File: config.mk
export PLATFORM = sky130hd
export DESIGN_NAME = indexed_ring_deque_unit
export DESIGN_NICKNAME = d
export VERILOG_FILES = /design/src/rtl/idq_pkg.sv /design/src/rtl/indexed_ring_deque_unit.sv /design/src/rtl/idq_ram.sv /design/src/rtl/idq_mod.sv
export SDC_FILE = /design/constraint.sdc
export NUM_CORES = 2
export LEC_CHECK = 0
export BUFFER_PORTS_ARGS = -buffer_cell sky130_fd_sc_hd__buf_2
export CAP_MARGIN = 10
export CORE_MARGIN = 8
export CORE_UTILIZATION = 55
export DETAILED_ROUTE_END_ITERATION = 10
export PLACE_DENSITY = 0.76
export REMOVE_ABC_BUFFERS = 1
export SLEW_MARGIN = 40
export SYNTH_ARGS = -nofsm -noshare
export SYNTH_HDL_FRONTEND = slang
export SYNTH_SLANG_ARGS = --single-unit
export TNS_END_PERCENT = 100
File: constraint.sdc
create_clock -name clk -period 5.85 [get_ports clk]
set_clock_uncertainty 0.2 [all_clocks]
set_input_delay 1.17 -clock clk [delete_from_list [all_inputs] [get_ports clk]]
set_output_delay 1.17 -clock clk [all_outputs]
set_load 0.05 [all_outputs]
File: src/rtl/idq_pkg.sv
`default_nettype none
package idq_pkg;
	// Store depth must be a power of two: slots wrap by masking.
	localparam int DEPTH       = 64;
	localparam int VALUE_WIDTH = 32;
	localparam int AW          = $clog2(DEPTH);
	localparam int CW          = $clog2(DEPTH + 1);
	localparam int ACT_W       = 4;
	localparam int POS_W       = 7;
	localparam int IN_W        = 32;
	localparam int AMT_W       = 32;
	localparam int ST_W        = 2;
	localparam int S_DATA_W    = 80;
	localparam int M_DATA_W    = 48;

	localparam logic [ACT_W-1:0] ACT_GET        = 4'd0;
	localparam logic [ACT_W-1:0] ACT_SET        = 4'd1;
	localparam logic [ACT_W-1:0] ACT_INS_BEFORE = 4'd2;
	localparam logic [ACT_W-1:0] ACT_INS_AFTER  = 4'd3;
	localparam logic [ACT_W-1:0] ACT_PUSH_FRONT = 4'd4;
	localparam logic [ACT_W-1:0] ACT_PUSH_BACK  = 4'd5;
	localparam logic [ACT_W-1:0] ACT_REMOVE     = 4'd6;
	localparam logic [ACT_W-1:0] ACT_POP_FRONT  = 4'd7;
	localparam logic [ACT_W-1:0] ACT_POP_BACK   = 4'd8;
	localparam logic [ACT_W-1:0] ACT_ROTATE     = 4'd9;

	localparam logic [ST_W-1:0] ST_OK    = 2'd0;
	localparam logic [ST_W-1:0] ST_RANGE = 2'd1;
	localparam logic [ST_W-1:0] ST_EMPTY = 2'd2;
	localparam logic [ST_W-1:0] ST_FULL  = 2'd3;

	// Physical slot of a logical index.
	function automatic logic [AW-1:0] slot_of(input logic [AW-1:0] front,
			input logic [CW-1:0] logical);
		return front + logical[AW-1:0];
	endfunction
endpackage
`default_nettype wire

File: src/rtl/indexed_ring_deque_unit.sv
`default_nettype none
// Channel | Dir | Handshake          | Payload (low bit up)
// s_*     | in  | s_tvalid/s_tready  | action[4] position[7] item_value[32] rotate_amount[32]
// m_*     | out | m_tvalid/m_tready  | result_value[32] current_length[7] status[2]
//
// One word at a time; the block takes a new word once it is back in idle after the
// last result word is loaded. Insert and remove shift one entry per step (up to
// DEPTH-1 entries); rotate first runs the remainder unit, then moves one position
// per step (up to length-1 positions). One element RAM access per cycle.
// Reset clears front slot, count and handshake state; RAM contents stay.
// A held result does not stop the next word from being accepted and worked;
// its result waits until the held one is taken.
module indexed_ring_deque_unit (
	input  wire logic                          clk,
	input  wire logic                          arst_n,
	input  wire logic                          s_tvalid,
	output logic                               s_tready,
	// action, position, item_value, rotate_amount, zero pad
	input  wire logic [idq_pkg::S_DATA_W-1:0]  s_tdata,
	output logic                               m_tvalid,
	input  wire logic                          m_tready,
	// result_value, current_length, status, zero pad
	output logic      [idq_pkg::M_DATA_W-1:0]  m_tdata
);
	localparam int AW = idq_pkg::AW;
	localparam int CW = idq_pkg::CW;
	localparam int VW = idq_pkg::VALUE_WIDTH;

	typedef enum logic [3:0] {
		S_IDLE, S_DEC, S_DIV, S_RD, S_CAP, S_INS, S_INS_WR,
		S_RM, S_RM_WR, S_ROT, S_ROT_WR, S_DONE
	} state_t;

	state_t state_q;
	logic [idq_pkg::ACT_W-1:0] act_q;
	logic [idq_pkg::POS_W-1:0] pos_q;
	logic [VW-1:0]             val_q;
	logic [idq_pkg::AMT_W-1:0] amt_q;
	logic [AW-1:0]             front_q;
	logic [CW-1:0]             count_q;
	logic [CW-1:0]             at_q;
	logic [CW-1:0]             j_q;
	logic [CW-1:0]             lim_q;
	logic [VW-1:0]             res_q;
	logic [idq_pkg::ST_W-1:0]  st_q;

	// Resolve the signed position against the current length.
	logic [CW:0] p_ext, n_ext, p_sum;
	logic        in_rng, full, empty;
	logic [CW-1:0] at_res;
	assign p_ext  = {{(CW + 1 - idq_pkg::POS_W){pos_q[idq_pkg::POS_W-1]}}, pos_q};
	assign n_ext  = {1'b0, count_q};
	assign p_sum  = p_ext + n_ext;
	assign in_rng = ($signed(p_ext) < $signed(n_ext)) && !p_sum[CW];
	assign at_res = p_ext[CW] ? p_sum[CW-1:0] : p_ext[CW-1:0];
	assign full   = (count_q == CW'(idq_pkg::DEPTH));
	assign empty  = (count_q == '0);

	// Remainder unit for rotate.
	logic                      div_start, div_done;
	logic [idq_pkg::AMT_W-1:0] amt_mag;
	logic [CW-1:0]             div_rem, rot_k;
	assign amt_mag   = amt_q[idq_pkg::AMT_W-1] ? (~amt_q + 1'b1) : amt_q;
	assign div_start = (state_q == S_DEC) && (act_q == idq_pkg::ACT_ROTATE) && !empty;
	assign rot_k     = (amt_q[idq_pkg::AMT_W-1] && div_rem != '0) ? count_q - div_rem
	                                                             : div_rem;

	idq_mod u_mod (
		.clk      (clk),
		.arst_n   (arst_n),
		.start    (div_start),
		.dividend (amt_mag),
		.divisor  (count_q),
		.done     (div_done),
		.remainder(div_rem)
	);

	// Element RAM ports.
	logic          we, re;
	logic [AW-1:0] waddr, raddr;
	logic [VW-1:0] wdata, rdata;

	idq_ram #(.AW(AW), .DW(VW)) u_ram (
		.clk  (clk),
		.we   (we),
		.waddr(waddr),
		.wdata(wdata),
		.re   (re),
		.raddr(raddr),
		.rdata(rdata)
	);

	always_comb begin
		we    = 1'b0;
		re    = 1'b0;
		waddr = '0;
		raddr = '0;
		wdata = rdata;
		unique case (state_q)
			S_DEC: begin
				// push front writes the slot ahead of the front
				if (act_q == idq_pkg::ACT_PUSH_FRONT && !full) begin
					we    = 1'b1;
					waddr = front_q - 1'b1;
					wdata = val_q;
				end
			end
			S_RD: begin
				re    = 1'b1;
				raddr = idq_pkg::slot_of(front_q, at_q);
			end
			S_CAP: begin
				if (act_q == idq_pkg::ACT_SET) begin
					we    = 1'b1;
					waddr = idq_pkg::slot_of(front_q, at_q);
					wdata = val_q;
				end
			end
			S_INS: begin
				if (j_q > lim_q) begin
					re    = 1'b1;
					raddr = idq_pkg::slot_of(front_q, j_q - 1'b1);
				end else begin
					we    = 1'b1;
					waddr = idq_pkg::slot_of(front_q, lim_q);
					wdata = val_q;
				end
			end
			S_INS_WR, S_RM_WR: begin
				we    = 1'b1;
				waddr = idq_pkg::slot_of(front_q, j_q);
			end
			S_RM: begin
				re    = (j_q + 1'b1) < count_q;
				raddr = idq_pkg::slot_of(front_q, j_q + 1'b1);
			end
			S_ROT: begin
				re    = (j_q != '0);
				raddr = idq_pkg::slot_of(front_q, count_q - 1'b1);
			end
			S_ROT_WR: begin
				we    = 1'b1;
				waddr = front_q - 1'b1;
			end
			default: begin
			end
		endcase
	end

	assign s_tready = (state_q == S_IDLE);

	always_ff @(posedge clk or negedge arst_n) begin
		if (!arst_n) begin
			state_q  <= S_IDLE;
			front_q  <= '0;
			count_q  <= '0;
			m_tvalid <= 1'b0;
		end else begin
			// S_DONE decides the output itself when it is ready to load
			if (m_tvalid && m_tready && state_q != S_DONE) begin
				m_tvalid <= 1'b0;
			end
			unique case (state_q)
				S_IDLE: begin
					if (s_tvalid) begin
						act_q   <= s_tdata[3:0];
						pos_q   <= s_tdata[10:4];
						val_q   <= s_tdata[42:11];
						amt_q   <= s_tdata[74:43];
						state_q <= S_DEC;
					end
				end
				S_DEC: begin
					res_q   <= '0;
					st_q    <= idq_pkg::ST_OK;
					state_q <= S_DONE;
					unique case (act_q)
						idq_pkg::ACT_GET, idq_pkg::ACT_SET: begin
							if (!in_rng) begin
								st_q <= idq_pkg::ST_RANGE;
							end else begin
								at_q    <= at_res;
								state_q <= S_RD;
							end
						end
						idq_pkg::ACT_INS_BEFORE, idq_pkg::ACT_INS_AFTER: begin
							if (!in_rng) begin
								st_q <= idq_pkg::ST_RANGE;
							end else if (full) begin
								st_q <= idq_pkg::ST_FULL;
							end else begin
								res_q   <= val_q;
								j_q     <= count_q;
								lim_q   <= (act_q == idq_pkg::ACT_INS_AFTER) ? at_res + 1'b1
								                                              : at_res;
								state_q <= S_INS;
							end
						end
						idq_pkg::ACT_PUSH_FRONT: begin
							if (full) begin
								st_q <= idq_pkg::ST_FULL;
							end else begin
								res_q   <= val_q;
								front_q <= front_q - 1'b1;
								count_q <= count_q + 1'b1;
							end
						end
						idq_pkg::ACT_PUSH_BACK: begin
							if (full) begin
								st_q <= idq_pkg::ST_FULL;
							end else begin
								res_q   <= val_q;
								j_q     <= count_q;
								lim_q   <= count_q;
								state_q <= S_INS;
							end
						end
						idq_pkg::ACT_REMOVE: begin
							if (empty) begin
								st_q <= idq_pkg::ST_EMPTY;
							end else if (!in_rng) begin
								st_q <= idq_pkg::ST_RANGE;
							end else begin
								at_q    <= at_res;
								state_q <= S_RD;
							end
						end
						idq_pkg::ACT_POP_FRONT, idq_pkg::ACT_POP_BACK: begin
							if (empty) begin
								st_q <= idq_pkg::ST_EMPTY;
							end else begin
								at_q    <= (act_q == idq_pkg::ACT_POP_FRONT) ? '0
								                                              : count_q - 1'b1;
								state_q <= S_RD;
							end
						end
						idq_pkg::ACT_ROTATE: begin
							if (empty) begin
								st_q <= idq_pkg::ST_EMPTY;
							end else begin
								state_q <= S_DIV;
							end
						end
						default: begin
						end
					endcase
				end
				S_RD: begin
					state_q <= S_CAP;
				end
				S_CAP: begin
					res_q   <= rdata;
					state_q <= S_DONE;
					if (act_q == idq_pkg::ACT_POP_FRONT) begin
						front_q <= front_q + 1'b1;
						count_q <= count_q - 1'b1;
					end else if (act_q == idq_pkg::ACT_REMOVE ||
					             act_q == idq_pkg::ACT_POP_BACK) begin
						j_q     <= at_q;
						state_q <= S_RM;
					end
				end
				S_INS: begin
					// shift the tail up one slot, then drop the new word in
					if (j_q > lim_q) begin
						state_q <= S_INS_WR;
					end else begin
						count_q <= count_q + 1'b1;
						state_q <= S_DONE;
					end
				end
				S_INS_WR: begin
					j_q     <= j_q - 1'b1;
					state_q <= S_INS;
				end
				S_RM: begin
					// close the gap by moving later words down
					if ((j_q + 1'b1) < count_q) begin
						state_q <= S_RM_WR;
					end else begin
						count_q <= count_q - 1'b1;
						state_q <= S_DONE;
					end
				end
				S_RM_WR: begin
					j_q     <= j_q + 1'b1;
					state_q <= S_RM;
				end
				S_DIV: begin
					if (div_done) begin
						j_q     <= rot_k;
						state_q <= S_ROT;
					end
				end
				S_ROT: begin
					// each step moves the last word in front of the first
					state_q <= (j_q != '0) ? S_ROT_WR : S_DONE;
				end
				S_ROT_WR: begin
					front_q <= front_q - 1'b1;
					j_q     <= j_q - 1'b1;
					state_q <= S_ROT;
				end
				S_DONE: begin
					if (!m_tvalid || m_tready) begin
						m_tvalid <= 1'b1;
						m_tdata  <= {7'b0, st_q, count_q, res_q};
						state_q  <= S_IDLE;
					end
				end
				default: begin
					state_q <= S_IDLE;
				end
			endcase
		end
	end
endmodule
`default_nettype wire

File: src/rtl/idq_ram.sv
`default_nettype none
module idq_ram #(
	parameter int AW = 6,
	parameter int DW = 32
) (
	input  wire logic          clk,
	input  wire logic          we,
	input  wire logic [AW-1:0] waddr,
	input  wire logic [DW-1:0] wdata,
	input  wire logic          re,
	input  wire logic [AW-1:0] raddr,
	output logic      [DW-1:0] rdata
);
	logic [DW-1:0] mem [2**AW];

	always_ff @(posedge clk) begin
		if (we) begin
			mem[waddr] <= wdata;
		end
		if (re) begin
			rdata <= mem[raddr];
		end
	end
endmodule
`default_nettype wire

File: src/rtl/idq_mod.sv
`default_nettype none
// Restoring remainder, one dividend bit per cycle.
module idq_mod (
	input  wire logic                       clk,
	input  wire logic                       arst_n,
	input  wire logic                       start,
	input  wire logic [idq_pkg::AMT_W-1:0]  dividend,
	input  wire logic [idq_pkg::CW-1:0]     divisor,
	output logic                            done,
	output logic      [idq_pkg::CW-1:0]     remainder
);
	localparam int CNT_W = $clog2(idq_pkg::AMT_W);

	logic                      busy_q;
	logic [CNT_W-1:0]          cnt_q;
	logic [idq_pkg::AMT_W-1:0] sh_q;
	logic [idq_pkg::CW-1:0]    dv_q;
	logic [idq_pkg::CW:0]      rem_q;
	logic [idq_pkg::CW:0]      trial;

	assign trial     = {rem_q[idq_pkg::CW-1:0], sh_q[idq_pkg::AMT_W-1]};
	assign remainder = rem_q[idq_pkg::CW-1:0];

	always_ff @(posedge clk or negedge arst_n) begin
		if (!arst_n) begin
			busy_q <= 1'b0;
			done   <= 1'b0;
			cnt_q  <= '0;
		end else begin
			done <= 1'b0;
			if (start) begin
				busy_q <= 1'b1;
				cnt_q  <= '0;
				sh_q   <= dividend;
				dv_q   <= divisor;
				rem_q  <= '0;
			end else if (busy_q) begin
				sh_q <= {sh_q[idq_pkg::AMT_W-2:0], 1'b0};
				if (trial >= {1'b0, dv_q}) begin
					rem_q <= trial - {1'b0, dv_q};
				end else begin
					rem_q <= trial;
				end
				cnt_q <= cnt_q + 1'b1;
				if (cnt_q == CNT_W'(idq_pkg::AMT_W - 1)) begin
					busy_q <= 1'b0;
					done   <= 1'b1;
				end
			end
		end
	end
endmodule
`default_nettype wire

After elaboration in Yosys (flattened, before gate mapping)
Memories as Yosys holds them, arrays and structs flattened. A register that Yosys moved wholly into a read port is not among the register bits.
Cells that the tools add are included.
- memories kept: 1
- input port bits: 84
- bits in writable memories: 2048
- register bits after elaboration: 243
- logic and storage cells: 218
- memory list (name ; words ; bits a word ; rd ports ; clocked after memory_dff ; wr ports ; line ; source):
    u_ram.mem ; 64 ; 32 ; 1 ; 1 ; 1 ; idq_ram.sv:14 ; logic [DW-1:0] mem [2**AW];
- reductions and logical operators: 45
- magnitude comparators: 4
- eq/ne operators: 40
- mux-type cells: 89
- bitwise operators: 1
- add/sub/neg operators: 18
- operators with widths (kind ; count):
    $mux W32 ; 8
    $mux W7 ; 20
    $pmux W32 S2 ; 2
    $pmux W32 S3 ; 1
    $mux W4 ; 12
    $pmux W4 S12 ; 1
    $mux W6 ; 7
    $add A6 B6 Y6 ; 6
    $pmux W7 S5 ; 1
    $add A32 B1 Y32 const B ; 1
    $eq A4 B3 Y1 const B ; 8
    $not A32 Y32 ; 1
    $pmux W6 S5 ; 1
    $pmux W7 S2 ; 2
    $pmux W7 S4 ; 1
    $ne A2 B2 Y1 const B ; 13
    $eq A4 B4 Y1 const B ; 6
    $pmux W4 S6 ; 1
    $pmux W6 S4 ; 1
    $add A7 B1 Y7 const B ; 3
    $pmux W7 S3 ; 1
    $pmux W6 S3 ; 1
    $mux W1 ; 17
    $eq A4 B2 Y1 const B ; 4
    41 further kinds ; 78

Depth between registers and ports, before layout
- depth after elaboration: 7
- gate-level depth with buffers: 21

By module
A second synthesis with hierarchy kept.
- cell total of the unflattened synthesis: 4736
- area, all modules: 93494.7 um2
- by module, submodules not included (module ; cells an instance ; area each (um2) ; sequential area each (um2) ; times used):
    idq_ram ; 3511 ; 79359.9 ; 62459.9 ; 1
    indexed_ring_deque_unit ; 1039 ; 11532.3 ; 5585.4 ; 1
    idq_mod ; 186 ; 2602.5 ; 1556.5 ; 1

Worst setup path after synthesis
No wires, ideal clock.
- path kind: in2reg
- from: in m_tready
- to: reg m_tdata[0] in the netlist's numbering (enable)
- required time: 5.160 ns
- path slack: 1.018 ns
- path buffers: 0
- data arrival time: 4.142 ns
- cell stages on the path: 3
- cells stage by stage: nand2b_1 > nand2_1 > nor3_1
- cells in the longest elaborated chain, start to end: 2
- ends and longest elaborated chain (what ; line ; source):
    start, declared ; indexed_ring_deque_unit.sv:21 ; input wire logic m_tready,
    $logic_or A1 B1 Y1 ; indexed_ring_deque_unit.sv:305 ; if (!m_tvalid || m_tready) begin
    $reduce_and A3 Y1 (no source line) ; -- ;
    end signal, assigned ; indexed_ring_deque_unit.sv:307 ; m_tdata <= {7'b0, st_q, count_q, res_q};
    end, declared ; indexed_ring_deque_unit.sv:23 ; output logic [idq_pkg::M_DATA_W-1:0] m_tdata
No other way between the ends.
A chain may end at the register's enable or synchronous reset.

Worst setup path in the final report
- from: reg j_q[1]
- to: reg u_ram.rdata[20], read port of u_ram.mem, data pin
- cells in the longest elaborated chain, start to end: 4
- ends and longest elaborated chain (what ; line ; source):
    start, declared ; indexed_ring_deque_unit.sv:42 ; logic [CW-1:0] j_q;
    start signal, assigned ; indexed_ring_deque_unit.sv:193 ; j_q <= count_q;
    start signal, assigned ; indexed_ring_deque_unit.sv:213 ; j_q <= count_q;
    start signal, assigned ; indexed_ring_deque_unit.sv:259 ; j_q <= at_q;
    $sub A7 B1 Y7 ; -- ;
    $add A6 B6 Y6 ; idq_pkg.sv:35 ; return front + logical[AW-1:0];
    $mux W6 ; indexed_ring_deque_unit.sv:120 ; if (j_q > lim_q) begin
    $pmux W6 S4 ; indexed_ring_deque_unit.sv:99 ; unique case (state_q)
    end, declared ; idq_ram.sv:12 ; output logic [DW-1:0] rdata
Several ways; a longest one is shown, not always the timed one.

==> flow_summary.json <==
{
  "cp_slowest_stage_delay_ps": 640,
  "synth_seq_area_share": 0.735,
  "drt_iter0_drc": 9785,
  "critPathTopFamily": "compound AO/OA/AOI/OAI gates",
  "finalNonFillerCells": 9805,
  "whs_ps": 218,
  "arrival_ps": 5950,
  "cts_root_buffer": "clkbuf_16",
  "crit_required_ps": 6270,
  "power_leakage_nw": 32.6,
  "dieArea_mm2": 0.186,
  "nFillCells": 11817,
  "utilization": 0.631,
  "ys_seq_elements": 2322,
  "setup_viol": 0,
  "cts_tree": "built",
  "die_w_um": 431,
  "insertion_delay_ps": 880,
  "cp-start-kind": "register",
  "netlist_area_mm2": 0.0947,
  "maxCapViolations": 0,
  "grt_pass1_wl_mm": 385,
  "ff2ff_path_depth": 15,
  "synth_area_leaders": "edfxtp_1, nand2_1, nand3_1",
  "vdd_drop_max_v": 0.000363,
  "cp_cell_sequence": "ha_1 -> xor2_1 -> nor2_1 -> a21oi_1 -> ha_1 -> xor2_1 -> a22oi_1 -> o21ai_4 -> nor2_4 -> buf_4 -> buf_4 -> nand3_1 -> a31oi_1 -> o21ai_0 -> and3_1",
  "fmax_mhz": 181,
  "grt_pass1_vias": 60998,
  "ys_types": 83,
  "clock_path_buffers": 3,
  "worstMarginPinSlew_ps": 897,
  "synth_edf_count": 2297,
  "rsz0062_at_grt": "false",
  "maxSlewHeadroom": 0.396,
  "finalHoldViolations": 0,
  "critPathSlowestCell": "buf_4",
  "wl_per_cell_um": 27.1,
  "routed_wirelength_mm": 266,
  "antenna_found_initial": 7,
  "place_area_mm2": 0.101,
  "cts.clk_slew.worst_paths_ps": 60,
  "avgSynthCellArea_um2": 13.4,
  "drive_gt1_frac": 0.125,
  "initial_core_util": 0.553,
  "path_buf_inv": 2,
  "crit_fanout": 32,
  "power_density_mw_per_mm2": 298,
  "synth_top_area_share": 0.728,
  "drc": 0,
  "cp-end-kind": "register",
  "syn_to_final_growth_pct": 14.1,
  "grt_max_degree": 177,
  "worstHoldPathCells": 0,
  "io_buffers": 121,
  "cts.sinks": 2322,
  "grt_overflow": 0,
  "die_h_um": 431,
  "final_nets": 7478,
  "gp_congestion": 0.895,
  "num_vias": 62948,
  "cts_setup_buffers": 0,
  "critPathKind": "reg2reg",
  "path_depth": 15,
  "period_share": 0.945,
  "drv_slew": 0,
  "cts_buffers": 218,
  "yosys_warnings": 0,
  "hpwlAfterDp_mm": 153,
  "core_mm2": 0.171,
  "grt_use_total": 0.275,
  "drt_first_pass_iters": 8,
  "synthArstFlopShare": 0.0108,
  "routed_via_density": 6.42,
  "stdcell_area_mm2": 0.108,
  "synthCells": 7041,
  "htreeDepth": 4,
  "yosys.area.top_type": "edfxtp_1",
  "rows": 152,
  "yosys_most_used_dff": "edfxtp_1",
  "period_needed_ps": 5530,
  "place_inst": 9397,
  "boundaryPins": 134,
  "status": "finished, final reports clean",
  "hold_class": "reg2reg",
  "ant_nets": 0
}
[sequential cells by signal, indices dropped and copies added, names as in the netlist]
name and flops:
act_q 4, amt_q 32, at_q 7, count_q 7
front_q 6, j_q 7, lim_q 7, m_tdata 41
m_tvalid 1, pos_q 7, res_q 32, st_q 2
state_q 4, u_mod.busy_q 1, u_mod.cnt_q 5, u_mod.done 1
u_mod.dv_q 7, u_mod.rem_q 7, u_mod.sh_q 32, u_ram.mem 2048
u_ram.rdata 32, val_q 32
[layout by cell type (no fill, tap or decap), types with 91 or more instances in the layout]
cell / count
clkbuf_16: 221
a32oi_1: 114
nor2_1: 118
o21ai_0: 146
buf_4: 258
buf_12: 91
mux2i_1: 174
edfxtp_1: 2297
buf_2: 121
nand3_1: 627
a31oi_1: 173
a21oi_1: 165
nand2_1: 1787
[synthesized netlist by cell type, types with 17 or more instances]
cell type	count
edfxtp_1	2297
nand2_1	1791
nand3_1	627
clkbuf_1	235
nor2_1	190
mux2i_1	174
a31oi_1	173
a21oi_1	165
o21ai_0	146
buf_2	115
a32oi_1	114
and3_1	85
ha_1	76
nand4_1	73
buf_1	69
inv_1	59
xnor2_1	50
xor2_1	50
a311oi_1	49
mux2_2	39
a22o_1	37
a21o_1	33
nor3_1	28
dfrtp_1	25
o22ai_1	22
a2bb2oi_1	20
a22oi_1	17
o21a_1	17
[per-layer routing]
layer	up-vias	global-route usage	share of wire
met5	-	0	0.00016
met4	6	0.133	0.051
met3	793	0.0571	0.12
met2	4562	0.435	0.46
met1	30738	0.368	0.37
li1	26849	-	-
[where the power goes]
group	total [W]	internal, W	leakage, nW	switching (W)
clock network	0.0141	0.00798	3.46	0.00615
registers	0.0180	0.0180	14.0	0.00000541
logic	0.0000790	0.0000353	15.2	0.0000437
[metrics by stage]
step	worst slack [ps]	TNS, ps	total power [W]
2_1_floorplan	-18170	-605830	0.0184
3_3_place_gp	633	0	0.0184
3_5_place_dp	575	0	0.0184
4_1_cts	525	0	0.0323
5_1_grt	185	0	0.0329
6_report	322	0	0.0322
[cell families (layout without fill, tap and decap cells)]
kind of cell,count (synthesis),count (layout),synth area share
AO/OA/AOI/OAI,952,952,0.0695
XOR/XNOR,100,100,0.00925
flip-flops,2322,2322,0.735
multiplexers,213,213,0.0230
buffers and inverters,494,941,0.0217
AND/OR/NAND/NOR,2875,2875,0.130
other,1,8,0.0000396
adder cells (fa/ha/maj),84,84,0.0117
[final timing paths]
kind / slack [ps] / endpoint / from
worst max-delay path: 320 / u_ram.rdata[20]$_DFFE_PP_ / j_q[1]$_DFFE_PP_
worst min-delay path: 220 / m_tdata[24]$_DFFE_PP_ / res_q[24]$_DFFE_PP_
worst max register to register: 320 / u_ram.rdata[20]$_DFFE_PP_ / j_q[1]$_DFFE_PP_
worst min register to register: 220 / m_tdata[24]$_DFFE_PP_ / res_q[24]$_DFFE_PP_
max in group asynchronous: 4220 / u_mod.cnt_q[2]$_DFFE_PN0N_ / arst_n
min in group asynchronous: 530 / front_q[3]$_DFFE_PN0P_ / arst_n
[layout make-up]
class | count | area (um2) | share of cell area
flip-flops and latches | 2322 | 69600 | 0.644
inverters | 60 | 225 | 0.00208
clock inverters | 141 | 1400 | 0.0130
well taps | 2310 | 2890 | 0.0268
clock buffers | 263 | 5690 | 0.0526
diodes | 1 | 2.50 | 0.0000232
repair buffers | 477 | 4480 | 0.0414
multi-input cells | 4231 | 23800 | 0.220
[timing repair]
action                                 in CTS  in global routing
gates resized for setup                     0                  0
endpoints found under the hold margin       6                  0
hold buffers                                1                  0
Note: power is estimated with default switching activity, not from simulation.
